--- src/rtl/siphash24_envelope_mac_check_defines.svh ---
// assertion macros for the siphash mac checker
// expects clk and arst_n in the scope of the module that uses them
`ifndef SIPHASH24_ENVELOPE_MAC_CHECK_DEFINES_SVH
`define SIPHASH24_ENVELOPE_MAC_CHECK_DEFINES_SVH
`ifndef SYNTHESIS
`define SIPMAC_ASSERT(lbl, expr, msg) \
	lbl: assert property (@(posedge clk) disable iff (!arst_n) (expr)) else $error(msg);
`define SIPMAC_ASSERT_IMPL(lbl, ante, cons, msg) \
	lbl: assert property (@(posedge clk) disable iff (!arst_n) (ante) |-> cons) else $error(msg);
`else
`define SIPMAC_ASSERT(lbl, expr, msg)
`define SIPMAC_ASSERT_IMPL(lbl, ante, cons, msg)
`endif
`endif

--- src/rtl/sipmac_pkg.sv ---
// shared types, constants and round functions of the siphash mac checker
// no dependencies
package sipmac_pkg;

	localparam int KEY_SLOTS_DEF = 256;
	localparam int KC_W          = 9;
	localparam int SID_W         = 32;
	localparam int REM_BITS      = 4;
	localparam int REM_CELLS     = SID_W / REM_BITS;
	localparam int C_ROUNDS      = 2;
	localparam int D_ROUNDS      = 4;
	localparam int MSG_WORDS     = 3;
	localparam int ROUNDS        = C_ROUNDS * (MSG_WORDS + 1) + D_ROUNDS;
	localparam int MSG_LEN       = 24;
	localparam int FIFO_DEPTH    = 32;
	localparam int FIFO_AW       = $clog2(FIFO_DEPTH);

	localparam logic [63:0] SIP_C0   = 64'h736f6d6570736575;
	localparam logic [63:0] SIP_C1   = 64'h646f72616e646f6d;
	localparam logic [63:0] SIP_C2   = 64'h6c7967656e657261;
	localparam logic [63:0] SIP_C3   = 64'h7465646279746573;
	localparam logic [63:0] FIN_XOR  = 64'h00000000000000ff;
	localparam logic [63:0] LAST_MSG = {8'(MSG_LEN), 56'd0};

	typedef enum logic {
		CMD_LOAD   = 1'b0,
		CMD_VERIFY = 1'b1
	} cmd_t;

	typedef enum logic [1:0] {
		RSN_OK       = 2'd0,
		RSN_NO_KEYS  = 2'd1,
		RSN_ZERO_KEY = 2'd2,
		RSN_MISMATCH = 2'd3
	} reason_t;

	typedef struct packed {
		cmd_t        command;
		logic [7:0]  key_slot;
		logic [63:0] key_low_word;
		logic [63:0] key_high_word;
		logic [63:0] wire_tag;
		logic [63:0] header_word0;
		logic [63:0] header_word1;
		logic [63:0] header_word2;
	} req_t;

	typedef struct packed {
		logic        accept;
		reason_t     verdict_reason;
		logic [63:0] computed_tag;
	} rsp_t;

	typedef logic [3:0][63:0] sip_state_t;

	// what travels beside the hash state through the round cells
	typedef struct packed {
		logic        nokeys;
		logic        zero_key;
		logic [63:0] wire_tag;
		logic [63:0] w0;
		logic [63:0] w1;
		logic [63:0] w2;
	} side_t;

	function automatic logic [63:0] rotl(logic [63:0] x, int unsigned n);
		return (x << n) | (x >> (64 - n));
	endfunction

	function automatic sip_state_t sip_round(sip_state_t s);
		sip_state_t r;
		r = s;
		r[0] = r[0] + r[1];
		r[1] = rotl(r[1], 13) ^ r[0];
		r[0] = rotl(r[0], 32);
		r[2] = r[2] + r[3];
		r[3] = rotl(r[3], 16) ^ r[2];
		r[0] = r[0] + r[3];
		r[3] = rotl(r[3], 21) ^ r[0];
		r[2] = r[2] + r[1];
		r[1] = rotl(r[1], 17) ^ r[2];
		r[2] = rotl(r[2], 32);
		return r;
	endfunction

	// message mixing at a boundary between round cells, done = rounds finished so far
	function automatic sip_state_t sip_inject(sip_state_t s, side_t d, int unsigned done);
		sip_state_t r;
		r = s;
		if (done == C_ROUNDS) begin
			r[0] = r[0] ^ d.w0;
			r[3] = r[3] ^ d.w1;
		end else if (done == 2 * C_ROUNDS) begin
			r[0] = r[0] ^ d.w1;
			r[3] = r[3] ^ d.w2;
		end else if (done == 3 * C_ROUNDS) begin
			r[0] = r[0] ^ d.w2;
			r[3] = r[3] ^ LAST_MSG;
		end else if (done == 4 * C_ROUNDS) begin
			r[0] = r[0] ^ LAST_MSG;
			r[2] = r[2] ^ FIN_XOR;
		end
		return r;
	endfunction

endpackage

--- src/rtl/sipmac_round_cell.sv ---
// one cell of the siphash round chain, one full sipround per cycle
// depends on sipmac_pkg
module sipmac_round_cell (
	input  logic                    clk,
	input  logic                    arst_n,
	input  logic                    valid_i,
	input  sipmac_pkg::sip_state_t  state_i,
	input  sipmac_pkg::side_t       side_i,
	output logic                    valid_o,
	output sipmac_pkg::sip_state_t  state_o,
	output sipmac_pkg::side_t       side_o
);

	logic                   valid_q;
	sipmac_pkg::sip_state_t state_q;
	sipmac_pkg::side_t      side_q;

	always_ff @(posedge clk or negedge arst_n) begin
		if (!arst_n) begin
			valid_q <= 1'b0;
		end else begin
			valid_q <= valid_i;
		end
	end

	always_ff @(posedge clk) begin
		state_q <= sipmac_pkg::sip_round(state_i);
		side_q  <= side_i;
	end

	assign valid_o = valid_q;
	assign state_o = state_q;
	assign side_o  = side_q;

endmodule

--- config.mk ---
export PLATFORM = sky130hd
export DESIGN_NAME = sipmac_round_cell
export DESIGN_NICKNAME = d
export VERILOG_FILES = /design/src/rtl/siphash24_envelope_mac_check_defines.svh /design/src/rtl/sipmac_pkg.sv /design/src/rtl/sipmac_round_cell.sv
export SDC_FILE = /design/constraint.sdc
export NUM_CORES = 1
export LEC_CHECK = 0
export BUFFER_PORTS_ARGS = -buffer_cell sky130_fd_sc_hd__clkbuf_2
export CORE_AREA = 2 2 398 400
export CTS_CLUSTER_DIAMETER = 50
export DETAILED_ROUTE_END_ITERATION = 6
export DIE_AREA = 0 0 400 402
export PLACE_DENSITY_LB_ADDON = 0.3
export SLEW_MARGIN = 20
export SYNTH_ARGS = -nofsm -noshare
export SYNTH_HDL_FRONTEND = slang
export SYNTH_SLANG_ARGS = --single-unit
--- constraint.sdc ---
create_clock -name clk -period 0.8 [get_ports clk]
set_input_delay 0.16 -clock clk [delete_from_list [all_inputs] [get_ports clk]]
set_output_delay 0.16 -clock clk [all_outputs]
set_load 0.05 [all_outputs]
# Word-level counts from Yosys, hierarchy flattened
# Index checks and enable logic that the tools add are counted.
dict set report word_totals {
  ff_bits 515
  n_memories 0
  ram_bits 0
  word_cells 25
  latchBits 0
  mem_bits_ro 0
}
dict set report classes {
  mux 0
  multipliers 0
  bitwise 10
  magnitude_cmp 0
  add_sub_neg 4
  shifts 0
  n_eq_ne 0
  div_mod_pow 0
  reduce_logical 0
}
# op count
set ops {}
lappend ops {{$add 64x64->64} 4}
lappend ops {{$xor 64x64->64} 4}
lappend ops {{$or 64x32->64} 2}
lappend ops {{$or 64x13->64} 1}
lappend ops {{$or 64x16->64} 1}
lappend ops {{$or 64x17->64} 1}
lappend ops {{$or 64x21->64} 1}

# Logic depth before layout (Yosys ltp)
dict set report depth {
  word_depth 4
  mapped_depth 26
  depth_no_buf 26
}

# Worst setup path before layout
# No wires, ideal clock.
dict set report synth_path {
  path_kind {input -> register}
  startpoint {input state_i[0] in the netlist's numbering}
  endpoint {register state_q (netlist bit state_o[253])}
  path_stages 26
  setup_slack_ps -4639
  t_required_ps 674
  setup_ps 126
  arrival_ps 5313
  path_cell_list {ha_1 -> inv_1 -> fa_1 -> nand2b_1 -> a211o_1 -> nand3_1 -> a31oi_1 -> a2111oi_1 -> o21ba_2 -> a31oi_1 -> o21ai_1 -> a21oi_1 -> xor2_1 -> inv_1 -> ha_1 -> a21oi_1 -> o21bai_1 -> a221o_1 -> a221oi_1 -> nand2_1 -> a41oi_1 -> o21a_1 -> o21ai_1 -> a41o_1 -> xor2_1 -> xor2_1}
}
dict set report synth_via {
  elab_chain_len 4
}
# item line
set synth_lines {}
lappend synth_lines {{from (decl)} sipmac_round_cell.sv:7} ;# input sipmac_pkg::sip_state_t state_i,
lappend synth_lines {{$add 64x64->64} sipmac_pkg.sv:73} ;# r[0] = r[0] + r[1];
lappend synth_lines {{$or 64x32->64} sipmac_pkg.sv:67} ;# return (x << n) | (x >> (64 - n));
lappend synth_lines {{$add 64x64->64} sipmac_pkg.sv:78} ;# r[0] = r[0] + r[3];
lappend synth_lines {{$xor 64x64->64} sipmac_pkg.sv:79} ;# r[3] = rotl(r[3], 21) ^ r[0];
lappend synth_lines {{to (signal assigned)} sipmac_round_cell.sv:27} ;# state_q <= sipmac_pkg::sip_round(state_i);
lappend synth_lines {{to (decl)} sipmac_round_cell.sv:15} ;# sipmac_pkg::sip_state_t state_q;
# No other way between the ends.

# Worst setup path after layout
dict set report layout_path {
  startpoint {input state_i[64] in the netlist's numbering}
  endpoint {register state_q (netlist bit state_o[254])}
}
# Same word-level chain as after synthesis.

==> flow_metrics.tcl <==
set metrics [dict create \
    status "complete, but fails checks" \
    violations "hold timing, setup timing" \
    drt-pass1-iter-count 5 \
    hold_path_class "in -> reg" \
    dp.cells 7670 \
    rsz0062_at_grt "true" \
    vias 35900 \
    crit_path_max_fanout 4 \
    seqPwrFrac_pct 15.2 \
    setup_ws_ns -4.06 \
    grt.overflow.total 0 \
    tritoncts "done" \
    ys_seq_area_share_pct 37.1 \
    start_util_pct 17.7 \
    drc 0 \
    wl_per_cell_um 28.1 \
    clockPowerShare_pct 15.3 \
    core_um2 157000 \
    syn_avg_cell_area_um2 9.27 \
    dieArea_um2 161000 \
    maxCapViolCount 0 \
    final_cell_mix "buf_4, clkbuf_2, dfxtp_1" \
    gp_congestion 1.00 \
    syn-cell-area_um2 27800 \
    drtIter0Drc 2222 \
    io_pins 1032 \
    power.switching_mw 122 \
    portBuffers 1031 \
    post-route-min-period_ns 4.86 \
    die_x_um 400 \
    syn2layout_area_growth_pct 142 \
    synth_edf_count 0 \
    antenna_found_initial 12 \
    p_sw_share_pct 43.6 \
    setup_viol 771 \
    dp_hpwl_mm 205 \
    clk_pin_slew_worst_paths_ns 0.06 \
    fin_nets 6879 \
    grt_pass1_wl_mm 306 \
    cts_made_buffers 88 \
    seq_area_um2 10300 \
    cts_buffer_depth 3 \
    row_count 146 \
    power.density_nw_per_um2 4150 \
    multi_input_area_um2 21500 \
    arrival_ns 5.45 \
    viasPerCell 4.34 \
    max_slew_margin_pct 29.2 \
    fin_cells 8263 \
    die_y_um 402 \
    numClockSinks 515 \
    drive_above_1_share_pct 58.0 \
    syn_nets 3770 \
    startpoint_type "primary input" \
    max_freq_mhz 206 \
    synthFlopType "dfxtp_1" \
    grt_max_degree 16 \
    share_comb_of_total_power_pct 69.5 \
    cp_slowest_stage_delay_ns 0.45 \
    tightest_slew_ns 1.05 \
    period_share_pct 607 \
    slew_violations 0 \
    postRouteAntennaNets 0 \
    first_global_vias 37700 \
    cp_slowest_cell "a2111oi_4" \
    path_class "in -> reg" \
    internal_power_mw 157 \
    ys_ff_latch 515 \
    ir_drop_uv 3120 \
    wirelength_mm 232 \
    yosysWarnings 0 \
    grtUsageTotal_pct 27.8 \
    p_leak_nw 32.0 \
    syn_inst 2997 \
    root_buffer "clkbuf_16" \
    hold_viol 3 \
    htreeDepth 3 \
    fillerInstances 15300 \
    synth_cell_type_count 86 \
    hold_buffers 268 \
    layout_commonest_cell "buf_4" \
    cp-end-kind "register" \
    required_ns 1.39 \
    ys_async_sr_fraction_pct 0.194 \
    whs_ns -0.0467 \
]
## synthesized netlist by cell type, drive strengths merged, types with 11 or more instances
cell type,number,area [um^2]
dfxtp,514,10300
a21oi,315,1590
xor2,314,2790
ha,252,3150
nand2,204,766
xnor2,185,1640
o21ai,178,895
a21o,163,1220
nor2,140,528
inv,96,360
clkbuf,79,298
nand4,67,419
o21bai,52,390
nand3,42,210
nor2b,34,213
a31oi,30,188
o21a,27,203
and3,25,156
nor3,25,125
nand2b,19,119
and2,18,113
o31ai,17,146
o211ai,15,113
a41oi,14,156
a211oi,12,90.1
a221oi,12,111
a31o,12,105
buf,12,70.1
xnor3,11,248
## area by class of cell
type | instances | share of cell area [%]
clock inverter | 66 | 1.53
sequential | 515 | 15.3
inverter | 96 | 0.543
timing repair buffer | 3110 | 43.4
antenna | 10 | 0.0372
clock buffer | 99 | 3.44
multi-input combinational | 2295 | 31.9
tap | 2072 | 3.85
## flip-flops by register name, indices dropped and copies added, names as in the netlist
register  flops
side_o      258
state_o     256
valid_o       1
## through the flow
stage	TNS, ns	instance area [um^2]	power [mW]	util [%]	setup slack (ns)
after floorplan	-817.68	28700	105	-	-4.12
after global placement	-1161.90	55600	212	35.4	-5.37
after detailed placement	-1169.98	55600	212	35.4	-5.39
after CTS	-1189.48	65500	273	41.7	-3.99
after global routing	-1243.40	67300	289	42.8	-4.23
final	-1184.24	67300	279	42.8	-4.06
## routing by layer
metal,GRT usage (%),up-vias,wire [um]
met5,0,-,0
met4,16.7,0,16900
met3,3.71,388,10600
met2,50.0,1300,116000
met1,31.0,17300,88300
li1,-,16900,-
## cells by family (layout without fill, tap and decap cells)
logic type	after synthesis	in the layout	synth area share (%)
compound gates	919	919	21.3
xor+xnor	511	511	16.9
fa+ha+maj	256	256	11.6
buf+inv	187	3371	2.62
flops	515	515	37.1
other cells	0	10	0
simple gates	609	609	10.5
## path summary, 6_finish.rpt
kind	start	to	cells past startpoint
min in group asynchronous	arst_n	valid_o	3
hold / removal	state_i[252]	state_o[225]	4
setup / recovery	state_i[64]	state_o[254]	28
max in group asynchronous	arst_n	valid_o	3
## repair_timing
item                                    CTS  global route
endpoints found under the setup margin  771           771
pin swaps                               268           227
buffers inserted                        129            94
gates resized for setup                 539           266
hold endpoints to repair                272             4
## critical path, delay by kind of cell
| kind | cells | cell delay (ns) |
|---|---|---|
| AOI/OAI and AO/OA | 12 | 2.72 |
| adders and majority gates | 4 | 0.93 |
| and+or+nand+nor | 4 | 0.56 |
| buffers and inverters | 5 | 0.48 |
| xor gates and xnor gates | 3 | 0.55 |
## power by group through the flow
stage	clock, mW	sequential, mW	combinational (mW)
after CTS	43.7	42.6	187
after detailed placement	0	43.0	169
after floorplan	0	63.5	42.0
after global routing	44.7	42.9	202
after global placement	0	43.2	169
final	42.7	42.5	194
(Power assumes the default switching activity.)
