===== config.mk =====
export PLATFORM = sky130hd
export DESIGN_NAME = sipmac_rem_cell
export DESIGN_NICKNAME = d
export VERILOG_FILES = /design/src/rtl/siphash24_envelope_mac_check_defines.svh /design/src/rtl/sipmac_pkg.sv /design/src/rtl/sipmac_rem_cell.sv
export SDC_FILE = /design/constraint.sdc
export NUM_CORES = 1
export LEC_CHECK = 0
export BUFFER_PORTS_ARGS = -buffer_cell sky130_fd_sc_hd__buf_2
export CORE_AREA = 3 3 318 320
export CTS_CLUSTER_DIAMETER = 60
export DETAILED_ROUTE_END_ITERATION = 8
export DIE_AREA = 0 0 321 323
export SLEW_MARGIN = 5
export SYNTH_ARGS = -nofsm -noshare
export SYNTH_HDL_FRONTEND = slang
export SYNTH_SLANG_ARGS = --single-unit

===== constraint.sdc =====
create_clock -name clk -period 1.5 [get_ports clk]
set_clock_uncertainty 0.1 [all_clocks]
set_input_delay 0.3 -clock clk [delete_from_list [all_inputs] [get_ports clk]]
set_output_delay 0.3 -clock clk [all_outputs]
set_load 0.01 [all_outputs]

===== src/rtl/siphash24_envelope_mac_check_defines.svh =====
// assertion macros for the siphash mac checker
// expects clk and arst_n in the scope of the module that uses them
`ifndef SIPHASH24_ENVELOPE_MAC_CHECK_DEFINES_SVH
`define SIPHASH24_ENVELOPE_MAC_CHECK_DEFINES_SVH
`ifndef SYNTHESIS
`define SIPMAC_ASSERT(lbl, expr, msg) \
	lbl: assert property (@(posedge clk) disable iff (!arst_n) (expr)) else $error(msg);
`define SIPMAC_ASSERT_IMPL(lbl, ante, cons, msg) \
	lbl: assert property (@(posedge clk) disable iff (!arst_n) (ante) |-> cons) else $error(msg);
`else
`define SIPMAC_ASSERT(lbl, expr, msg)
`define SIPMAC_ASSERT_IMPL(lbl, ante, cons, msg)
`endif
`endif


===== src/rtl/sipmac_pkg.sv =====
// shared types, constants and round functions of the siphash mac checker
// no dependencies
package sipmac_pkg;

	localparam int KEY_SLOTS_DEF = 256;
	localparam int KC_W          = 9;
	localparam int SID_W         = 32;
	localparam int REM_BITS      = 4;
	localparam int REM_CELLS     = SID_W / REM_BITS;
	localparam int C_ROUNDS      = 2;
	localparam int D_ROUNDS      = 4;
	localparam int MSG_WORDS     = 3;
	localparam int ROUNDS        = C_ROUNDS * (MSG_WORDS + 1) + D_ROUNDS;
	localparam int MSG_LEN       = 24;
	localparam int FIFO_DEPTH    = 32;
	localparam int FIFO_AW       = $clog2(FIFO_DEPTH);

	localparam logic [63:0] SIP_C0   = 64'h736f6d6570736575;
	localparam logic [63:0] SIP_C1   = 64'h646f72616e646f6d;
	localparam logic [63:0] SIP_C2   = 64'h6c7967656e657261;
	localparam logic [63:0] SIP_C3   = 64'h7465646279746573;
	localparam logic [63:0] FIN_XOR  = 64'h00000000000000ff;
	localparam logic [63:0] LAST_MSG = {8'(MSG_LEN), 56'd0};

	typedef enum logic {
		CMD_LOAD   = 1'b0,
		CMD_VERIFY = 1'b1
	} cmd_t;

	typedef enum logic [1:0] {
		RSN_OK       = 2'd0,
		RSN_NO_KEYS  = 2'd1,
		RSN_ZERO_KEY = 2'd2,
		RSN_MISMATCH = 2'd3
	} reason_t;

	typedef struct packed {
		cmd_t        command;
		logic [7:0]  key_slot;
		logic [63:0] key_low_word;
		logic [63:0] key_high_word;
		logic [63:0] wire_tag;
		logic [63:0] header_word0;
		logic [63:0] header_word1;
		logic [63:0] header_word2;
	} req_t;

	typedef struct packed {
		logic        accept;
		reason_t     verdict_reason;
		logic [63:0] computed_tag;
	} rsp_t;

	typedef logic [3:0][63:0] sip_state_t;

	// what travels beside the hash state through the round cells
	typedef struct packed {
		logic        nokeys;
		logic        zero_key;
		logic [63:0] wire_tag;
		logic [63:0] w0;
		logic [63:0] w1;
		logic [63:0] w2;
	} side_t;

	function automatic logic [63:0] rotl(logic [63:0] x, int unsigned n);
		return (x << n) | (x >> (64 - n));
	endfunction

	function automatic sip_state_t sip_round(sip_state_t s);
		sip_state_t r;
		r = s;
		r[0] = r[0] + r[1];
		r[1] = rotl(r[1], 13) ^ r[0];
		r[0] = rotl(r[0], 32);
		r[2] = r[2] + r[3];
		r[3] = rotl(r[3], 16) ^ r[2];
		r[0] = r[0] + r[3];
		r[3] = rotl(r[3], 21) ^ r[0];
		r[2] = r[2] + r[1];
		r[1] = rotl(r[1], 17) ^ r[2];
		r[2] = rotl(r[2], 32);
		return r;
	endfunction

	// message mixing at a boundary between round cells, done = rounds finished so far
	function automatic sip_state_t sip_inject(sip_state_t s, side_t d, int unsigned done);
		sip_state_t r;
		r = s;
		if (done == C_ROUNDS) begin
			r[0] = r[0] ^ d.w0;
			r[3] = r[3] ^ d.w1;
		end else if (done == 2 * C_ROUNDS) begin
			r[0] = r[0] ^ d.w1;
			r[3] = r[3] ^ d.w2;
		end else if (done == 3 * C_ROUNDS) begin
			r[0] = r[0] ^ d.w2;
			r[3] = r[3] ^ LAST_MSG;
		end else if (done == 4 * C_ROUNDS) begin
			r[0] = r[0] ^ LAST_MSG;
			r[2] = r[2] ^ FIN_XOR;
		end
		return r;
	endfunction

endpackage


===== src/rtl/sipmac_rem_cell.sv =====
// one cell of the session id remainder chain, retires a few dividend bits per cycle
// depends on sipmac_pkg
module sipmac_rem_cell #(
	parameter int CELL_IDX = 0
) (
	input  logic                          clk,
	input  logic                          arst_n,
	input  logic [sipmac_pkg::KC_W-1:0]   divisor,
	input  logic                          valid_i,
	input  logic [sipmac_pkg::KC_W-1:0]   rem_i,
	input  sipmac_pkg::req_t              req_i,
	output logic                          valid_o,
	output logic [sipmac_pkg::KC_W-1:0]   rem_o,
	output sipmac_pkg::req_t              req_o
);

	localparam int MSB = sipmac_pkg::SID_W - 1 - CELL_IDX * sipmac_pkg::REM_BITS;

	logic [sipmac_pkg::REM_BITS-1:0] chunk;
	logic [sipmac_pkg::KC_W:0]       trial;
	logic [sipmac_pkg::KC_W-1:0]     rem_next;
	logic                            valid_q;
	logic [sipmac_pkg::KC_W-1:0]     rem_q;
	sipmac_pkg::req_t                req_q;

	// restoring remainder, msb first
	always_comb begin
		chunk    = req_i.header_word0[MSB -: sipmac_pkg::REM_BITS];
		rem_next = rem_i;
		trial    = '0;
		for (int b = sipmac_pkg::REM_BITS - 1; b >= 0; b--) begin
			trial = {rem_next, chunk[b]};
			if (trial >= {1'b0, divisor}) begin
				trial = trial - {1'b0, divisor};
			end
			rem_next = trial[sipmac_pkg::KC_W-1:0];
		end
	end

	always_ff @(posedge clk or negedge arst_n) begin
		if (!arst_n) begin
			valid_q <= 1'b0;
		end else begin
			valid_q <= valid_i;
		end
	end

	always_ff @(posedge clk) begin
		rem_q <= rem_next;
		req_q <= req_i;
	end

	assign valid_o = valid_q;
	assign rem_o   = rem_q;
	assign req_o   = req_q;

endmodule


# == Word-level counts from Yosys, hierarchy flattened ==
# Index checks and enable logic that the tools add are counted.
# W data, S select, Z words.
# classes
addsub,4
n_lt_le_gt_ge,4
muxes,4
# ops
operator,n
$ge A10 B9 Y1,4
$mux W9,4
$sub A9 B9 Y9,4
# word_totals
regBits,403
out_inout_bits,403
word_cells,22

# == Depth between registers and ports, before layout ==
# logic_depth
word_depth,8
depth_mapped,36

# == Worst setup path before layout ==
# Ideal clock, no wire load.
# synth_timing
path_kind,input to register
startpoint,in req_i[159] in the netlist's numbering
endpoint,reg rem_q (netlist bit rem_o[1])
t_arrival_ns,7.782
path_slack_ns,-6.504
stages,35
n_path_buf,3
path_cell_list,inv_1 -> ha_1 -> inv_1 -> fa_1 -> a211oi_2 -> o21ai_2 -> a31oi_1 -> clkbuf_1 -> mux2_1 -> ha_1 -> nand2b_1 -> a21oi_1 -> a41o_1 -> a311o_1 -> or2_1 -> buf_6 -> mux2_2 -> ha_1 -> a21oi_1 -> nor2_1 -> a211oi_1 -> o21ai_0 -> o21ai_0 -> o2111ai_4 -> mux2_2 -> ha_1 -> a21o_1 -> a21oi_1 -> o22ai_1 -> o31ai_1 -> nand2b_1 -> a211o_1 -> mux2_4 -> buf_6 -> mux2_4
# synth_between
elab_chain_len,8
elab_cells_between_ends,12
cone_classes,add/sub (4); order compare (4); mux (4)
# synth_rtl
item,line_no,rtl
"start, declared",sipmac_rem_cell.sv:11,"input sipmac_pkg::req_t req_i,"
$sub A9 B9 Y9 or $ge A10 B9 Y1 (tied branches),"sipmac_rem_cell.sv:34, sipmac_rem_cell.sv:33",
$mux W9 *,sipmac_rem_cell.sv:33,"if (trial >= {1'b0, divisor}) begin"
$sub A9 B9 Y9 or $ge A10 B9 Y1 (tied branches),"sipmac_rem_cell.sv:34, sipmac_rem_cell.sv:33",
$mux W9 *,sipmac_rem_cell.sv:33,
$sub A9 B9 Y9 or $ge A10 B9 Y1 (tied branches),"sipmac_rem_cell.sv:34, sipmac_rem_cell.sv:33",
$mux W9 *,sipmac_rem_cell.sv:33,
$ge A10 B9 Y1 or $sub A9 B9 Y9 (tied branches),"sipmac_rem_cell.sv:33, sipmac_rem_cell.sv:34",
$mux W9 *,sipmac_rem_cell.sv:33,
"named net trial, one bit",sipmac_rem_cell.sv:20,logic [sipmac_pkg::KC_W:0] trial;
"end signal, assigned",sipmac_rem_cell.sv:49,rem_q <= rem_next;
"end, declared",sipmac_rem_cell.sv:23,logic [sipmac_pkg::KC_W-1:0] rem_q;
# The timed path passes the listed nets; every way through them passes the cells marked *.

# == Final worst setup path ==
# layout_timing
startpoint,in req_i[159] in the netlist's numbering
endpoint,reg rem_q (netlist bit rem_o[7])
# layout_between
elab_chain_len,8
elab_cells_between_ends,12
cone_classes,add/sub (4); order compare (4); mux (4)
# layout_rtl
item,line_no
$sub A9 B9 Y9 or $ge A10 B9 Y1 (tied branches),"sipmac_rem_cell.sv:34, sipmac_rem_cell.sv:33"
$mux W9 *,sipmac_rem_cell.sv:33
$sub A9 B9 Y9 or $ge A10 B9 Y1 (tied branches),"sipmac_rem_cell.sv:34, sipmac_rem_cell.sv:33"
$mux W9 *,sipmac_rem_cell.sv:33
$sub A9 B9 Y9 or $ge A10 B9 Y1 (tied branches),"sipmac_rem_cell.sv:34, sipmac_rem_cell.sv:33"
$mux W9 *,sipmac_rem_cell.sv:33
$sub A9 B9 Y9 or $ge A10 B9 Y1 (tied branches),"sipmac_rem_cell.sv:34, sipmac_rem_cell.sv:33"
$mux W9 *,sipmac_rem_cell.sv:33
"named net trial, one bit",sipmac_rem_cell.sv:20
# Marks and branches as above.

==> summary.txt <==
Die
  – Die area: 0.104 mm2
  – Floorplan row count: 115
  – Width of the die: 321 um
  – I/O pins: 817
  – Initial core utilization: 0.102
  – Die height: 323 um
  – Core Area: 0.0984 mm2

Routing
  – Post-route ant nets: 0
  – Post-DR wirelength/cell: 21.8 um
  – Vias per std cell: 3.18
  – Initial DRC count: 386
  – Drt first pass iters: 4
  – Total Wirelength: 74.2 mm
  – Vias post-DR: 10800
  – # DRC: 0

Critical path
  – Top cell by count, worst path: buf_4
  – Startpoint types: primary input
  – Slowest stage delay, CP: 0.36 ns
  – CP max stage cell: fa_2
  – CP endpoint kind: register
  – WS Path Type: in -> reg
  – Crit-path max FO: 8
  – CP Data Required Time: 1.94 ns
  – WP data arrival: 7.04 ns

Timing
  – Min Hold Slack: 0.157 ns
  – Final Max Slew Viols: 0
  – Final Hold Fails: 0
  – Slew margin rel.: 0.747
  – Final period util: 4.40
  – Setup_tns: -46.54 ns
  – RSZ-0062 raised after global routing: true
  – Worst-Margin Slew: 0.374 ns
  – Post-layout min period: 6.60 ns
  – Setup violations, final: 59
  – Fmax: 152 MHz
  – Final WS setup: -5.10 ns

GRT
  – All-Layer GR Usage: 0.135
  – First-pass GRT wire length: 94.2 mm
  – Vias in the first global route: 11700
  – Initial antenna violation count: 51
  – Remaining Overflow, GRT: 0
  – Largest net degree at the start of global routing: 17

Layout
  – Final core occ: 0.255
  – Nets: 2501
  – Share of cells above drive strength 1: 0.668
  – Most common cell after layout, fill and taps aside: buf_2
  – Most frequent cells in the layout: buf_2 (531), dlygate4sd3_1 (396), dfxtp_2 (285), buf_6 (281), buf_4 (127)
  – Post-route design area: 0.0251 mm2
  – Area Growth Syn to Fin: 149%
  – Finished Layout Cells: 3400

Place
  – DP HPWL: 57.8 mm
  – Gp weighted congestion: 0.872
  – # port buffers: 816
  – Inst Count DP: 2854
  – Dpl cell area: 0.0166 mm2

Run
  – Max-Cap Viols: 0

Run status
  – Violated checks: setup timing
  – Status: complete, but fails checks

Logic synthesis
  – EDFF count, synth: 0
  – Ys flop type: dfxtp_1
  – Mapped Cells: 651
  – Mapped Avg Cell Area: 15.5 um2
  – Netlist Area Pre-Place: 0.0101 mm2
  – Async set-reset flop share out of synthesis: 0.00248
  – Post-synthesis sequential area ratio: 0.802
  – Ys Warns: 0
  – Flops & latches, synth: 403
  – Syn_nets: 1105
  – Netlist cell types: 54

Min path
  – Min-delay worst type: in -> reg

Clocking
  – TritonCTS clock tree: yes
  – Clock transition at path regs: 0.06 ns
  – CTS sink cnt: 403
  – H-tree levels: 2
  – CTS max path bufs: 3
  – Root buf cell: clkbuf_16
  – Total CTS buffers: 55

Power
  – Static Leak: 0.0115 uW
  – Pwr Density: 1480 mW/mm2
  – Peak VDD IR: 0.897 mV
-- critical path: cells and delay by family --
family	cells	cell delay [ns]
buf+inv	19	2.16
xor+xnor	1	0.13
mux	3	0.97
simple gates	6	0.83
compound gates	9	1.56
fa+ha+maj	4	1.08
-- cell usage after synthesis, drive strengths merged (2+ instances only) --
master | n | area (um2)
nand2 | 10 | 37.5
a41o | 2 | 20.0
o21bai | 3 | 22.5
fa | 4 | 80.1
nand2b | 4 | 25.0
a21boi | 2 | 15.0
buf | 2 | 22.5
nand4 | 6 | 37.5
or2 | 3 | 18.8
a211oi | 4 | 35.0
o31ai | 3 | 22.5
dfxtp | 402 | 8050
a21oi | 23 | 115
a21o | 9 | 67.6
xor2 | 8 | 70.1
nor3 | 6 | 35.0
nor2 | 18 | 67.6
ha | 36 | 450
xnor2 | 14 | 123
inv | 25 | 93.8
mux2i | 3 | 30.0
o21ai | 13 | 68.8
mux2 | 23 | 293
nor2b | 4 | 25.0
a31oi | 2 | 12.5
-- per-layer routing --
metal  global-route usage  share of wire  wire length [um]
met5                    0         0.0014               103
met4               0.0532          0.041              3050
met3               0.0930           0.15             11400
met2                0.209           0.44             32900
met1                0.142           0.36             26700
-- repair_timing --
action | 4_1_cts | 5_1_grt
hold buffers | 396 | 0
gates resized for setup | 610 | 159
cloned | 1 | 0
setup buffers | 23 | 3
endpoints found under the hold margin | 396 | 0
setup endpoints to repair | 357 | 359
pin swaps | 8 | 7
-- flip-flops by register name, indices dropped and copies added, names as in the netlist --
signal	flops
rem_o	9
valid_o	1
req_o	393
-- final timing paths --
check	startpoint	endpoint	depth (start not counted)
min in group asynchronous	arst_n	valid_o	3
min	divisor[0]	rem_o[0]	5
max	req_i[159]	rem_o[7]	42
max in group asynchronous	arst_n	valid_o	3
-- report_power, final --
group | total [uW] | leakage (uW) | switching [uW] | internal, uW
Combinational | 11400 | 0.00711 | 4630 | 6740
Clock | 13800 | 0.000944 | 5650 | 8130
Sequential | 11900 | 0.00341 | 349 | 11600
Total | 37100 | 0.0115 | 10600 | 26400
-- metrics by stage --
step | setup slack, ns | total power [uW]
floorplan | -5.69 | 16800
global route | -5.34 | 38900
global placement | -5.93 | 20500
finish | -5.10 | 37100
CTS | -5.06 | 37200
detailed placement | -6.12 | 20600
-- cells by family after synthesis --
| kind of cell | share of synthesized area |
|---|---|
| mux | 0.0321 |
| buf+inv | 0.0119 |
| fa+ha+maj | 0.0527 |
| xor+xnor | 0.0191 |
| flops | 0.802 |
| compound gates | 0.0513 |
| simple gates | 0.0309 |
-- final cells by class --
class	instances	area, um2
Fill cell	10300	73300
Timing Repair Buffer	1341	10800
Sequential cell	403	8440
Multi-Input combinational cell	221	2140
Tap cell	1287	1610
Clock buffer	67	1490
Clock inverter	35	444
Inverter	25	96.3
Antenna cell	21	52.6
No activity file was read; power rests on OpenSTA's default activity.
